### src/hw/rtl/avm_pkg.sv
// Shared types and constants of the averaging voltmeter display unit.
// Request/response words, queue word, csr indexes and the segment table.
// No dependencies.
package avm_pkg;

   localparam int CSR_IDX_W = 2;
   localparam int CSR_DATA_W = 10;
   localparam logic [CSR_IDX_W-1:0] CSR_TRIGGER_PERIOD = 2'd0;
   localparam logic [CSR_IDX_W-1:0] CSR_FULL_SCALE = 2'd1;

   localparam logic [9:0] TRIGGER_PERIOD_RESET = 10'd20;
   localparam logic [6:0] FULL_SCALE_RESET = 7'd33;

   localparam int Q_DEPTH = 4;
   localparam int Q_PTR_W = $clog2(Q_DEPTH);
   localparam int Q_CNT_W = $clog2(Q_DEPTH + 1);

   typedef enum logic {
      KIND_SAMPLE = 1'b0,
      KIND_TICK   = 1'b1
   } kind_type;

   typedef struct packed {
      logic       op;
      logic [9:0] sample;
   } req_type;

   typedef struct packed {
      logic [6:0] segments;
      logic       low_digit_on;
      logic       high_digit_on;
      logic       start_conversion;
      logic [7:0] shown_value;
   } rsp_type;

   typedef struct packed {
      kind_type   kind;
      logic       last;
      logic [9:0] sample;
   } qword_type;

   typedef struct packed {
      logic       busy;
      logic       wr;
      logic [7:0] bcd;
   } scale_type;

   function automatic logic [6:0] seg_pattern(input logic [3:0] digit);
      logic [6:0] pat;
      case (digit)
         4'h0: pat = 7'h3F;
         4'h1: pat = 7'h06;
         4'h2: pat = 7'h5B;
         4'h3: pat = 7'h4F;
         4'h4: pat = 7'h66;
         4'h5: pat = 7'h6D;
         4'h6: pat = 7'h7D;
         4'h7: pat = 7'h07;
         4'h8: pat = 7'h7F;
         4'h9: pat = 7'h6F;
         4'hA: pat = 7'h77;
         4'hB: pat = 7'h7C;
         4'hC: pat = 7'h39;
         4'hD: pat = 7'h5E;
         4'hE: pat = 7'h79;
         default: pat = 7'h71;
      endcase
      return pat;
   endfunction

endpackage

### src/hw/rtl/adc_average_voltmeter_display_unit.sv
// Averaging voltmeter with multiplexed two-digit seven-segment output.
// A tick word is registered in the queue, then in the response register once that is free.
// One word per cycle while the queue has room; a tick right after a burst-closing
// sample waits queued until the conversion pipeline updates the shown value.
// Reset (synchronous): counters, sums and digits clear, registers reload.
// Depends on avm_pkg, avm_front, avm_fifo, avm_back.
module adc_average_voltmeter_display_unit #(
   parameter int SAMPLES = 8
) (
   input  logic                           clock,
   input  logic                           reset,
   input  logic                           req_valid,
   output logic                           req_ready,
   input  avm_pkg::req_type               req_data,
   output logic                           rsp_valid,
   input  logic                           rsp_ready,
   output avm_pkg::rsp_type               rsp_data,
   input  logic                           csr_wr_en,
   input  logic [avm_pkg::CSR_IDX_W-1:0]  csr_index,
   input  logic [avm_pkg::CSR_DATA_W-1:0] csr_wdata
);
   import avm_pkg::*;

   logic      q_push, q_ready, q_pop, q_valid;
   qword_type q_in_word, q_out_word;

   avm_front #(.SAMPLES(SAMPLES)) u_front (
      .clock     (clock),
      .reset     (reset),
      .req_valid (req_valid),
      .req_ready (req_ready),
      .req_data  (req_data),
      .q_ready   (q_ready),
      .q_push    (q_push),
      .q_word    (q_in_word)
   );

   avm_fifo u_fifo (
      .clock      (clock),
      .reset      (reset),
      .push       (q_push),
      .push_ready (q_ready),
      .push_word  (q_in_word),
      .pop        (q_pop),
      .pop_valid  (q_valid),
      .pop_word   (q_out_word)
   );

   avm_back #(.SAMPLES(SAMPLES)) u_back (
      .clock     (clock),
      .reset     (reset),
      .q_valid   (q_valid),
      .q_word    (q_out_word),
      .q_pop     (q_pop),
      .csr_wr_en (csr_wr_en),
      .csr_index (csr_index),
      .csr_wdata (csr_wdata),
      .rsp_valid (rsp_valid),
      .rsp_ready (rsp_ready),
      .rsp_data  (rsp_data)
   );

endmodule

### src/hw/rtl/avm_front.sv
// Front end: accepts request words, tags each as sample or tick and marks
// the sample that closes a burst. Depends on avm_pkg.
module avm_front #(
   parameter int SAMPLES = 8
) (
   input  logic               clock,
   input  logic               reset,
   input  logic               req_valid,
   output logic               req_ready,
   input  avm_pkg::req_type   req_data,
   input  logic               q_ready,
   output logic               q_push,
   output avm_pkg::qword_type q_word
);
   import avm_pkg::*;

   localparam int CNT_W = (SAMPLES > 1) ? $clog2(SAMPLES) : 1;

   logic [CNT_W-1:0] count_ff, count_in;
   logic             last;
   logic             is_sample;

   assign req_ready = q_ready;
   assign q_push = req_valid && q_ready;
   assign is_sample = (req_data.op == KIND_SAMPLE);
   assign last = (count_ff == CNT_W'(SAMPLES - 1));

   assign q_word.kind = is_sample ? KIND_SAMPLE : KIND_TICK;
   assign q_word.last = last;
   assign q_word.sample = req_data.sample;

   always_comb begin
      count_in = count_ff;
      if (q_push && is_sample) begin
         count_in = last ? '0 : count_ff + CNT_W'(1);
      end
   end

   always_ff @(posedge clock) begin
      if (reset) begin
         count_ff <= '0;
      end else begin
         count_ff <= count_in;
      end
   end

endmodule

### src/hw/rtl/avm_fifo.sv
// Short queue between front and back end.
// Depends on avm_pkg.
module avm_fifo (
   input  logic               clock,
   input  logic               reset,
   input  logic               push,
   output logic               push_ready,
   input  avm_pkg::qword_type push_word,
   input  logic               pop,
   output logic               pop_valid,
   output avm_pkg::qword_type pop_word
);
   import avm_pkg::*;

   qword_type            mem_ff [Q_DEPTH];
   logic [Q_PTR_W-1:0]   wr_ptr_ff, rd_ptr_ff;
   logic [Q_CNT_W-1:0]   count_ff, count_in;
   logic                 do_push, do_pop;

   assign push_ready = (count_ff != Q_CNT_W'(Q_DEPTH));
   assign pop_valid = (count_ff != '0);
   assign pop_word = mem_ff[rd_ptr_ff];
   assign do_push = push && push_ready;
   assign do_pop = pop && pop_valid;

   always_comb begin
      count_in = count_ff;
      if (do_push && !do_pop) begin
         count_in = count_ff + Q_CNT_W'(1);
      end else if (do_pop && !do_push) begin
         count_in = count_ff - Q_CNT_W'(1);
      end
   end

   always_ff @(posedge clock) begin
      if (do_push) begin
         mem_ff[wr_ptr_ff] <= push_word;
      end
      if (reset) begin
         wr_ptr_ff <= '0;
         rd_ptr_ff <= '0;
         count_ff <= '0;
      end else begin
         if (do_push) begin
            wr_ptr_ff <= wr_ptr_ff + Q_PTR_W'(1);
         end
         if (do_pop) begin
            rd_ptr_ff <= rd_ptr_ff + Q_PTR_W'(1);
         end
         count_ff <= count_in;
      end
   end

endmodule

### src/hw/rtl/avm_scale.sv
// Conversion pipeline: average, scale to tenths of a volt, round-divide by
// 1023, saturate and split into BCD digits. Depends on avm_pkg.
module avm_scale #(
   parameter int SAMPLES = 8
) (
   input  logic                                 clock,
   input  logic                                 reset,
   input  logic                                 start,
   input  logic [$clog2(1023*SAMPLES+1)-1:0]    sum,
   input  logic [6:0]                           full_scale,
   output avm_pkg::scale_type                   st
);
   import avm_pkg::*;

   localparam int SUM_W = $clog2(1023 * SAMPLES + 1);
   localparam int L_W = $clog2(SAMPLES);
   localparam int SH = SUM_W + L_W;
   localparam int RECIP = (2 ** SH + SAMPLES - 1) / SAMPLES;
   localparam int REC_W = SH + 1;
   localparam int PROD_W = SUM_W + REC_W;

   logic             a_v_ff, b_v_ff, c_v_ff, d_v_ff;
   logic [SUM_W-1:0] a_sum_ff;
   logic [9:0]       b_avg_ff;
   logic [17:0]      c_x_ff;
   logic [6:0]       d_q_ff;

   logic [PROD_W-1:0] avg_prod;
   logic [9:0]        avg_in;
   logic [17:0]       x_in;
   logic [27:0]       xm;
   logic [7:0]        q0;
   logic [18:0]       rem;
   logic [7:0]        qc;
   logic [6:0]        q_in;
   logic [14:0]       tens_prod;
   logic [3:0]        tens;
   logic [6:0]        ones_w;

   assign avg_prod = {{REC_W{1'b0}}, a_sum_ff} * {{SUM_W{1'b0}}, REC_W'(RECIP)};
   assign avg_in = avg_prod[SH +: 10];

   assign x_in = ({8'd0, b_avg_ff} * {11'd0, full_scale}) + 18'd511;

   assign xm = {10'd0, c_x_ff} + {c_x_ff, 10'd0};
   assign q0 = xm[27:20];
   assign rem = {1'b0, c_x_ff} + {11'd0, q0} - {1'b0, q0, 10'd0};
   assign qc = (rem >= 19'd1023) ? q0 + 8'd1 : q0;
   assign q_in = (qc > 8'd99) ? 7'd99 : qc[6:0];

   assign tens_prod = {8'd0, d_q_ff} * 15'd205;
   assign tens = tens_prod[14:11];
   assign ones_w = d_q_ff - (7'({tens, 3'b000}) + 7'({tens, 1'b0}));

   assign st.busy = a_v_ff || b_v_ff || c_v_ff || d_v_ff;
   assign st.wr = d_v_ff;
   assign st.bcd = {tens, ones_w[3:0]};

   always_ff @(posedge clock) begin
      a_sum_ff <= sum;
      b_avg_ff <= avg_in;
      c_x_ff <= x_in;
      d_q_ff <= q_in;
      if (reset) begin
         a_v_ff <= 1'b0;
         b_v_ff <= 1'b0;
         c_v_ff <= 1'b0;
         d_v_ff <= 1'b0;
      end else begin
         a_v_ff <= start;
         b_v_ff <= a_v_ff;
         c_v_ff <= b_v_ff;
         d_v_ff <= c_v_ff;
      end
   end

endmodule

### src/hw/rtl/avm_back.sv
// Back end: accumulates samples, runs conversions, counts ticks and drives
// the display word into the response register. Depends on avm_pkg, avm_scale.
module avm_back #(
   parameter int SAMPLES = 8
) (
   input  logic                                 clock,
   input  logic                                 reset,
   input  logic                                 q_valid,
   input  avm_pkg::qword_type                   q_word,
   output logic                                 q_pop,
   input  logic                                 csr_wr_en,
   input  logic [avm_pkg::CSR_IDX_W-1:0]        csr_index,
   input  logic [avm_pkg::CSR_DATA_W-1:0]       csr_wdata,
   output logic                                 rsp_valid,
   input  logic                                 rsp_ready,
   output avm_pkg::rsp_type                     rsp_data
);
   import avm_pkg::*;

   localparam int SUM_W = $clog2(1023 * SAMPLES + 1);

   logic [9:0]       period_ff;
   logic [6:0]       full_scale_ff;
   logic [SUM_W-1:0] sum_ff, sum_in, sum_add;
   logic [7:0]       bcd_ff;
   logic             show_high_ff;
   logic [9:0]       tick_ff, tick_in;
   logic             rsp_valid_ff, rsp_valid_in;
   rsp_type          rsp_data_ff, rsp_data_in;

   logic             out_free, is_tick, pop_sample, pop_tick, start;
   logic [10:0]      tick_next;
   logic [3:0]       digit;
   scale_type        st;

   assign out_free = !rsp_valid_ff || rsp_ready;
   assign is_tick = (q_word.kind == KIND_TICK);
   assign q_pop = q_valid && (!is_tick || (out_free && !st.busy));
   assign pop_sample = q_pop && !is_tick;
   assign pop_tick = q_pop && is_tick;

   assign sum_add = sum_ff + SUM_W'(q_word.sample);
   assign start = pop_sample && q_word.last;

   always_comb begin
      sum_in = sum_ff;
      if (pop_sample) begin
         sum_in = q_word.last ? '0 : sum_add;
      end
   end

   avm_scale #(.SAMPLES(SAMPLES)) u_scale (
      .clock      (clock),
      .reset      (reset),
      .start      (start),
      .sum        (sum_add),
      .full_scale (full_scale_ff),
      .st         (st)
   );

   assign tick_next = {1'b0, tick_ff} + 11'd1;
   assign tick_in = (tick_next >= {1'b0, period_ff}) ? '0 : tick_next[9:0];
   assign digit = show_high_ff ? bcd_ff[7:4] : bcd_ff[3:0];

   always_comb begin
      rsp_data_in.segments = seg_pattern(digit);
      rsp_data_in.low_digit_on = !show_high_ff;
      rsp_data_in.high_digit_on = show_high_ff;
      rsp_data_in.start_conversion = (tick_ff == '0);
      rsp_data_in.shown_value = bcd_ff;
      if (pop_tick) begin
         rsp_valid_in = 1'b1;
      end else begin
         rsp_valid_in = out_free ? 1'b0 : rsp_valid_ff;
      end
   end

   assign rsp_valid = rsp_valid_ff;
   assign rsp_data = rsp_data_ff;

   always_ff @(posedge clock) begin
      if (pop_tick) begin
         rsp_data_ff <= rsp_data_in;
      end
      if (reset) begin
         period_ff <= TRIGGER_PERIOD_RESET;
         full_scale_ff <= FULL_SCALE_RESET;
         sum_ff <= '0;
         bcd_ff <= '0;
         show_high_ff <= 1'b0;
         tick_ff <= '0;
         rsp_valid_ff <= 1'b0;
      end else begin
         if (csr_wr_en) begin
            case (csr_index)
               CSR_TRIGGER_PERIOD: period_ff <= csr_wdata;
               CSR_FULL_SCALE:     full_scale_ff <= csr_wdata[6:0];
               default: ;
            endcase
         end
         sum_ff <= sum_in;
         if (st.wr) begin
            bcd_ff <= st.bcd;
         end
         if (pop_tick) begin
            show_high_ff <= !show_high_ff;
            tick_ff <= tick_in;
         end
         rsp_valid_ff <= rsp_valid_in;
      end
   end

   a_tick_waits_conversion: assert property (@(posedge clock) disable iff (reset)
      pop_tick |-> !st.busy)
      else $error("tick taken while conversion in flight");

   a_digit_alternates: assert property (@(posedge clock) disable iff (reset)
      pop_tick |=> show_high_ff != $past(show_high_ff))
      else $error("digit select did not alternate");

   a_one_digit_on: assert property (@(posedge clock) disable iff (reset)
      rsp_valid_ff |-> $onehot({rsp_data_ff.low_digit_on, rsp_data_ff.high_digit_on}))
      else $error("digit enables not exclusive");

   a_no_overwrite: assert property (@(posedge clock) disable iff (reset)
      (rsp_valid_ff && !rsp_ready) |-> !pop_tick)
      else $error("pending response overwritten");

endmodule

### config.mk
export PLATFORM = sky130hd
export DESIGN_NAME = adc_average_voltmeter_display_unit
export DESIGN_NICKNAME = d
export VERILOG_FILES = /design/src/hw/rtl/avm_pkg.sv /design/src/hw/rtl/adc_average_voltmeter_display_unit.sv /design/src/hw/rtl/avm_front.sv /design/src/hw/rtl/avm_fifo.sv /design/src/hw/rtl/avm_scale.sv /design/src/hw/rtl/avm_back.sv
export SDC_FILE = /design/constraint.sdc
export NUM_CORES = 1
export LEC_CHECK = 0
export BUFFER_PORTS_ARGS = -buffer_cell sky130_fd_sc_hd__buf_2
export CAP_MARGIN = 20
export CORE_UTILIZATION = 38
export DETAILED_ROUTE_END_ITERATION = 10
export PLACE_DENSITY = 0.62
export SLEW_MARGIN = 15
export SYNTH_ARGS = -nofsm -noshare
export SYNTH_HDL_FRONTEND = slang
export SYNTH_SLANG_ARGS = --single-unit
export TNS_END_PERCENT = 10
### constraint.sdc
create_clock -name clock -period 5.2 [get_ports clock]
set_input_delay 1.3 -clock clock [delete_from_list [all_inputs] [get_ports clock]]
set_output_delay 1.3 -clock clock [all_outputs]
set_load 0.02 [all_outputs]
==> qor.csv, run 1 <==
stage;metric;value;unit
yosys;commonest cells in the netlist;155 x ha_1, 128 x inv_1, 111 x dfxtp_1;
setup_path;Worst EP required;5520;ps
yosys;most frequent cell after synthesis;ha_1;
setup_path;CP startpoint kind;register;
setup_path;CP max-delay cell;a311o_1;
yosys;post-synth top area cell;dfxtp_1;
yosys;Gate Count Post-Synth;1170;
clocking;hold_buf cts;0;
routing;drt wl/cell;14.1;um
sta;RSZ-0062 raised after global routing;yes;
power_and_ir_drop;leakage;6.22;nW
setup_path;arrival time of the worst setup path;5460;ps
grt;first-pass GRT wire length;39500;um
routing;vias post-DR;8432;
yosys;ys async rst share;0;%
clocking;cts bufs inserted;17;
setup_path;crit path kind;reg -> reg;
placement;routability cong.;0.884;
yosys;Main synth FF type;dfxtp_1;
grt;initial antenna violation count;1;
clocking;TritonCTS clock tree;yes;
yosys;post-synth top area share;18.7;%
die;IO Pins;48;
yosys;register area share after synthesis;35.4;%
die;Initial Util;38.7;%
die;chip height;179;um
sta;Slew @ Worst Pin;886;ps
power_and_ir_drop;pwr/cell area;584;nW/um2
sta;final hold violations;0;
routing;ANT nets after route;0;
yosys;Netlist Area Pre-Place;11900;um2
yosys;post-synthesis cell type count;62;
setup_path;critical path launch point;u_back.u_scale.c_x_ff[1];
sta;final setup fails;0;
clocking;H-tree Lvls;4;
sta;fmax;195;MHz
setup_path;most frequent cell on the critical path;ha_4;
cells_and_area;Area Growth Syn to Fin;16.6;%
yosys;Post-Syn Nets;1408;
grt;vias in the first global route;8436;
yosys;synth top area cells;dfxtp_1 19%, edfxtp_1 17%, ha_1 16%;
grt;total gr overflow;0;
clocking;clock root cell;clkbuf_16;
min_path;hold wc startpoint;u_back.u_scale.a_sum_ff[10];
status;outcome;finished clean;
placement;Post-DP HPWL;18000;um
die;row cnt;64;
sta;Final min period;5140;ps
cells_and_area;ant diodes;0;
placement;IO Port Bufs;47;
cells_and_area;Nets;1489;
routing;initial DRC count;349;
clocking;clk_lat worst skew;440;ps
die;chip width;179;um
cells_and_area;Util after Layout;45.1;%
routing;DRC;0;
setup_path;maximum fanout along the worst path;4;
grt;largest net degree at the start of global routing;33;
yosys;Post-Syn Area per Cell;10.2;um2
setup_path;CP max stage delay;380;ps
setup_path;reg2reg start;u_back.u_scale.c_x_ff[1];
job;maxcap violations;0;
setup_path;critical path endpoint category;register;
grt;Overall Global Routing Usage;15.4;%
clocking;clk buf depth;2;
yosys;total of warnings raised by yosys;0;
yosys;Synth Register Bits;177;
sta;Hold Slack;329;ps
yosys;Post-synth EDFFs;66;
sta;Final Cycle Share;98.8;%
min_path;Hold Crit Class;reg -> reg;
routing;drt pass-1 iters;4;
power_and_ir_drop;VDD IR max;0.413;mV
sta;Worst Skew;13.5;ps
cells_and_area;proportion of layout cells with a drive suffix above 1;17.2;%
sta;Slew Viols, Final;0;
clocking;CTS clk-pin slew, worst paths;70;ps
die;core area;30700;um2
clocking;clock sinks;177;
routing;Routed WL;23400;um
routing;Vias per Instance;5.08;
sta;Slew headroom;40.9;%
die;die area;32000;um2
-- worst max-delay path: cells and delay by family, from the launching register on --
family / cells / cell delay (ps)
buffers and inverters: 3 / 220
AOI/OAI and AO/OA: 13 / 2730
adders and majority gates: 4 / 1010
xor gates and xnor gates: 1 / 180
and+or+nand+nor: 6 / 580
DFF: 1 / 340
-- layout make-up --
type	instances	area (um2)
multi-input cells	832	7450
inverters	128	480
clock buffers	18	429
fillers	2881	16800
repair buffers	95	603
well taps	396	495
clock inverters	14	184
flip-flops and latches	177	4210
-- worst paths after layout --
| check | depth (start not counted) | to | slack [ps] |
|---|---|---|---|
| worst max-delay path | 27 | u_back.u_scale.d_q_ff[1] | 60 |
| worst min register to register | 0 | u_back.u_scale.b_avg_ff[7] | 330 |
| worst min-delay path | 0 | u_back.u_scale.b_avg_ff[7] | 330 |
| worst max register to register | 27 | u_back.u_scale.d_q_ff[1] | 60 |
-- power by group --
group / switching [mW] / internal (mW)
combinational: 2.54 / 2.18
sequential: 0.263 / 1.78
clock: 0.587 / 0.734
-- placed cells by master, fill, tap and decap left out, types with 19 or more instances in the layout --
master and count:
ha_1 136, xor2_1 19, buf_4 46, nand2_1 73, edfxtp_1 66, a21oi_1 64
and2_1 33, xnor2_1 45, fa_1 55, inv_1 119, buf_2 47, nor2_1 103
mux2i_1 23, and3_1 19, dfxtp_1 109
-- routing by layer --
metal	up-vias	part of all wire, %	track usage, %
li1	4208	-	-
met2	119	49	26.0
met5	-	0.055	0
met1	4070	46	19.5
met3	33	3.0	2.80
met4	2	2.2	5.72
-- cell families after synthesis --
logic type,share of synthesized area [%]
flip-flops,35.4
buffers and inverters,5.11
adder cells (fa/ha/maj),25.6
multiplexers,4.86
XOR/XNOR,4.87
AND/OR/NAND/NOR,14.0
AO/OA/AOI/OAI,10.2
-- through the flow --
step	total power [mW]	worst slack (ps)	TNS, ps	instances	area [um2]
after CTS	7.97	5.83	0	1657	13600
after detailed placement	6.41	-226	-740	1620	12800
after floorplan	5.29	5.00	0	1170	11900
after global routing	8.87	-135	-639	1660	13800
final	8.08	63.7	0	1660	13800
after global placement	6.31	-108	-230	1620	12800
-- registers in the layout, indices dropped and copies added, names as in the netlist, 2 cells and up, named ones only --
name and count:
u_back.u_scale.b_avg_ff 10, u_back.sum_ff 13, u_back.bcd_ff 8, u_back.tick_ff 10, u_fifo.rd_ptr_ff 2, u_back.u_scale.a_sum_ff 10, u_back.rsp_data 18, u_back.u_scale.c_x_ff 18
u_front.count_ff 3, u_fifo.count_ff 3, u_back.u_scale.d_q_ff 7, u_back.full_scale_ff 7, u_back.period_ff 10, u_fifo.mem_ff 48, u_fifo.wr_ptr_ff 2
-- timing repair --
action,in CTS,in global routing
gates cloned,0,0
gates resized for setup,24,38
hold endpoints to repair,0,0
endpoints found under the setup margin,7,7
pin swaps,23,34
setup buffers,6,2
(Power assumes the default switching activity.)
==> run 2, diff against run 1 <==
Clock period 5.2 ns to 4.5 ns, I/O delays scaled along.
==> qor.csv, run 2 (synthesized netlist as in run 1, its figures left out) <==
stage;metric;value;unit;change
status;outcome;finished with violations;;
status;failing checks;negative setup slack;;
grt;vias in the first global route;8541;;+1.2%
die;chip width;179;um;unchanged
sta;Slew Viols, Final;0;;unchanged
setup_path;crit path kind;reg -> reg;;
power_and_ir_drop;VDD IR max;0.447;mV;+8.4%
cells_and_area;ant diodes;0;;unchanged
routing;initial DRC count;383;;+9.7%
setup_path;critical path endpoint category;register;;
clocking;H-tree Lvls;4;;unchanged
sta;fmax;193;MHz;-1.0%
sta;Slew headroom;51.3;%;+10 points
sta;final hold violations;0;;unchanged
setup_path;worst-case reg-to-reg path depth;27;;unchanged
clocking;CTS clk-pin slew, worst paths;70;ps;about the same
placement;routability cong.;0.876;;-0.93%
clocking;clock root cell;clkbuf_16;;
cells_and_area;Nets;1540;;+3.4%
grt;total gr overflow;0;;unchanged
cells_and_area;proportion of layout cells with a drive suffix above 1;21.2;%;+4.0 points
clocking;cts bufs inserted;17;;unchanged
sta;Worst Skew;10.9;ps;-2.53 ps
sta;RSZ-0062 raised after global routing;yes;;
job;maxcap violations;0;;unchanged
routing;drt pass-1 iters;5;;+1
cells_and_area;max FFs per register;48;;unchanged
clocking;TritonCTS clock tree;yes;;
sta;setup_tns;-4250;ps;-4250 ps
placement;dpl cell area;13300;um2;+4.0%
setup_path;arrival time of the worst setup path;5520;ps;+60 ps
die;row cnt;64;;unchanged
routing;drt wl/cell;14.0;um;-0.74%
placement;IO Port Bufs;47;;unchanged
setup_path;Worst EP required;4830;ps;-690 ps
clocking;clk_lat worst skew;440;ps;about the same
power_and_ir_drop;pwr/cell area;670;nW/um2;+15%
power_and_ir_drop;leakage;6.44;nW;+3.6%
sta;Slew @ Worst Pin;730;ps;-156 ps
die;chip height;179;um;unchanged
sta;Final min period;5190;ps;+52.3 ps
cells_and_area;Final Cell Area;14200;um2;+2.5%
sta;fin worst setup slack;-689;ps;-752 ps
setup_path;CP startpoint kind;register;;
min_path;Hold Crit Class;reg -> reg;;
cells_and_area;most flop-heavy register;u_fifo.mem_ff;;
die;die area;32000;um2;unchanged
cells_and_area;# fillers;2822;;-2.0%
power_and_ir_drop;total power;9.51;mW;+18%
min_path;hold depth;0;;unchanged
routing;DRC;0;;unchanged
clocking;clock sinks;177;;unchanged
routing;vias post-DR;8500;;+0.81%
cells_and_area;Util after Layout;46.3;%;+1.1 points
grt;largest net degree at the start of global routing;37;;+12%
placement;Post-DP HPWL;19000;um;+5.6%
cells_and_area;most common cell after layout, fill and taps aside;ha_1;;
cells_and_area;Area Growth Syn to Fin;19.5;%;
die;Initial Util;38.7;%;unchanged
routing;ANT nets after route;0;;unchanged
routing;Vias per Instance;4.97;;-2.1%
die;core area;30700;um2;unchanged
die;IO Pins;48;;unchanged
cells_and_area;most frequent cells in the layout;136 x ha_1, 119 x inv_1, 101 x nor2_1;;
routing;Routed WL;24000;um;+2.3%
grt;initial antenna violation count;0;;-1
clocking;clk buf depth;2;;unchanged
sta;final setup fails;7;;+7
grt;Overall Global Routing Usage;15.8;%;+0.35 points
sta;Final Cycle Share;115;%;+17 points
grt;first-pass GRT wire length;40000;um;+1.5%
setup_path;maximum fanout along the worst path;4;;unchanged
==> run 2: changes by cell type in the layout (fill, tap and decap cells not counted), moves of 4 or more <==
cell,change
buf_4,+52
inv_8,-4
dfxtp_1,-13
dfxtp_2,+11
==> run 2: power by group <==
| group | total (mW) | internal, mW | leakage (nW) | switching, mW |
|---|---|---|---|---|
| logic | 5.79 | 2.80 | 4.69 | 2.99 |
| registers | 2.35 | 2.07 | 1.50 | 0.284 |
| clock network | 1.37 | 0.720 | 0.256 | 0.650 |
==> run 2: area by class of cell <==
cell class,count,area (um2),area share [%]
clock inverter,14,126,0.890
tap,396,495,3.49
timing repair buffer,146,982,6.92
sequential,177,4230,29.8
multi-input combinational,832,7460,52.5
inverter,128,483,3.40
clock buffer,17,425,3.00
==> run 2: path summary, 6_finish.rpt <==
| path | startpoint | endpoint | slack [ps] |
|---|---|---|---|
| worst max-delay path | u_back.u_scale.c_x_ff[1] | u_back.u_scale.d_q_ff[3] | -690 |
| worst min-delay path | u_back.u_scale.a_sum_ff[7] | u_back.u_scale.b_avg_ff[4] | 320 |
| worst max register to register | u_back.u_scale.c_x_ff[1] | u_back.u_scale.d_q_ff[3] | -690 |
| worst min register to register | u_back.u_scale.a_sum_ff[7] | u_back.u_scale.b_avg_ff[4] | 320 |
==> run 2: worst max-delay path, stage by stage, from the launching register on <==
cell and delay, ps:
dfxtp_2 340, ha_4 230, a31o_2 190, a21o_1 170, a21o_1 150, a21oi_1 110
nor2b_1 60, o21ai_1 140, nand2b_1 80, a21oi_2 240, nor2b_2 110, and3_4 170
ha_4 280, inv_4 40, ha_4 250, inv_2 40, ha_4 270, nand2b_4 50
a211o_1 270, a211o_1 340, o21ai_2 250, mux2i_2 300, nor4_4 50, buf_4 170
a31oi_4 230, mux2i_2 300, o21ai_4 100, and3_1 170
==> run 2: routing by layer <==
metal,global-route usage [%],vias to the layer above,wire length [um]
li1,-,4311,-
met1,19.4,4071,11200
met2,27.3,90,11900
met3,2.65,28,475
met4,5.97,0,401
met5,0,-,0
==> run 2: repair_timing <==
item,in CTS,in global routing
resized for setup,30,32
pin swaps,30,10
endpoints found under the setup margin,9,11
buffers inserted,3,3
hold buffers,0,0
==> run 2: through the flow <==
step	std cells	setup slack, ps	hold slack, ps
2_1_floorplan	1170	-456	310
3_3_place_gp	1673	-603	311
3_5_place_dp	1673	-739	312
4_1_cts	1707	-637	327
5_1_grt	1710	-901	328
6_report	1710	-689	325
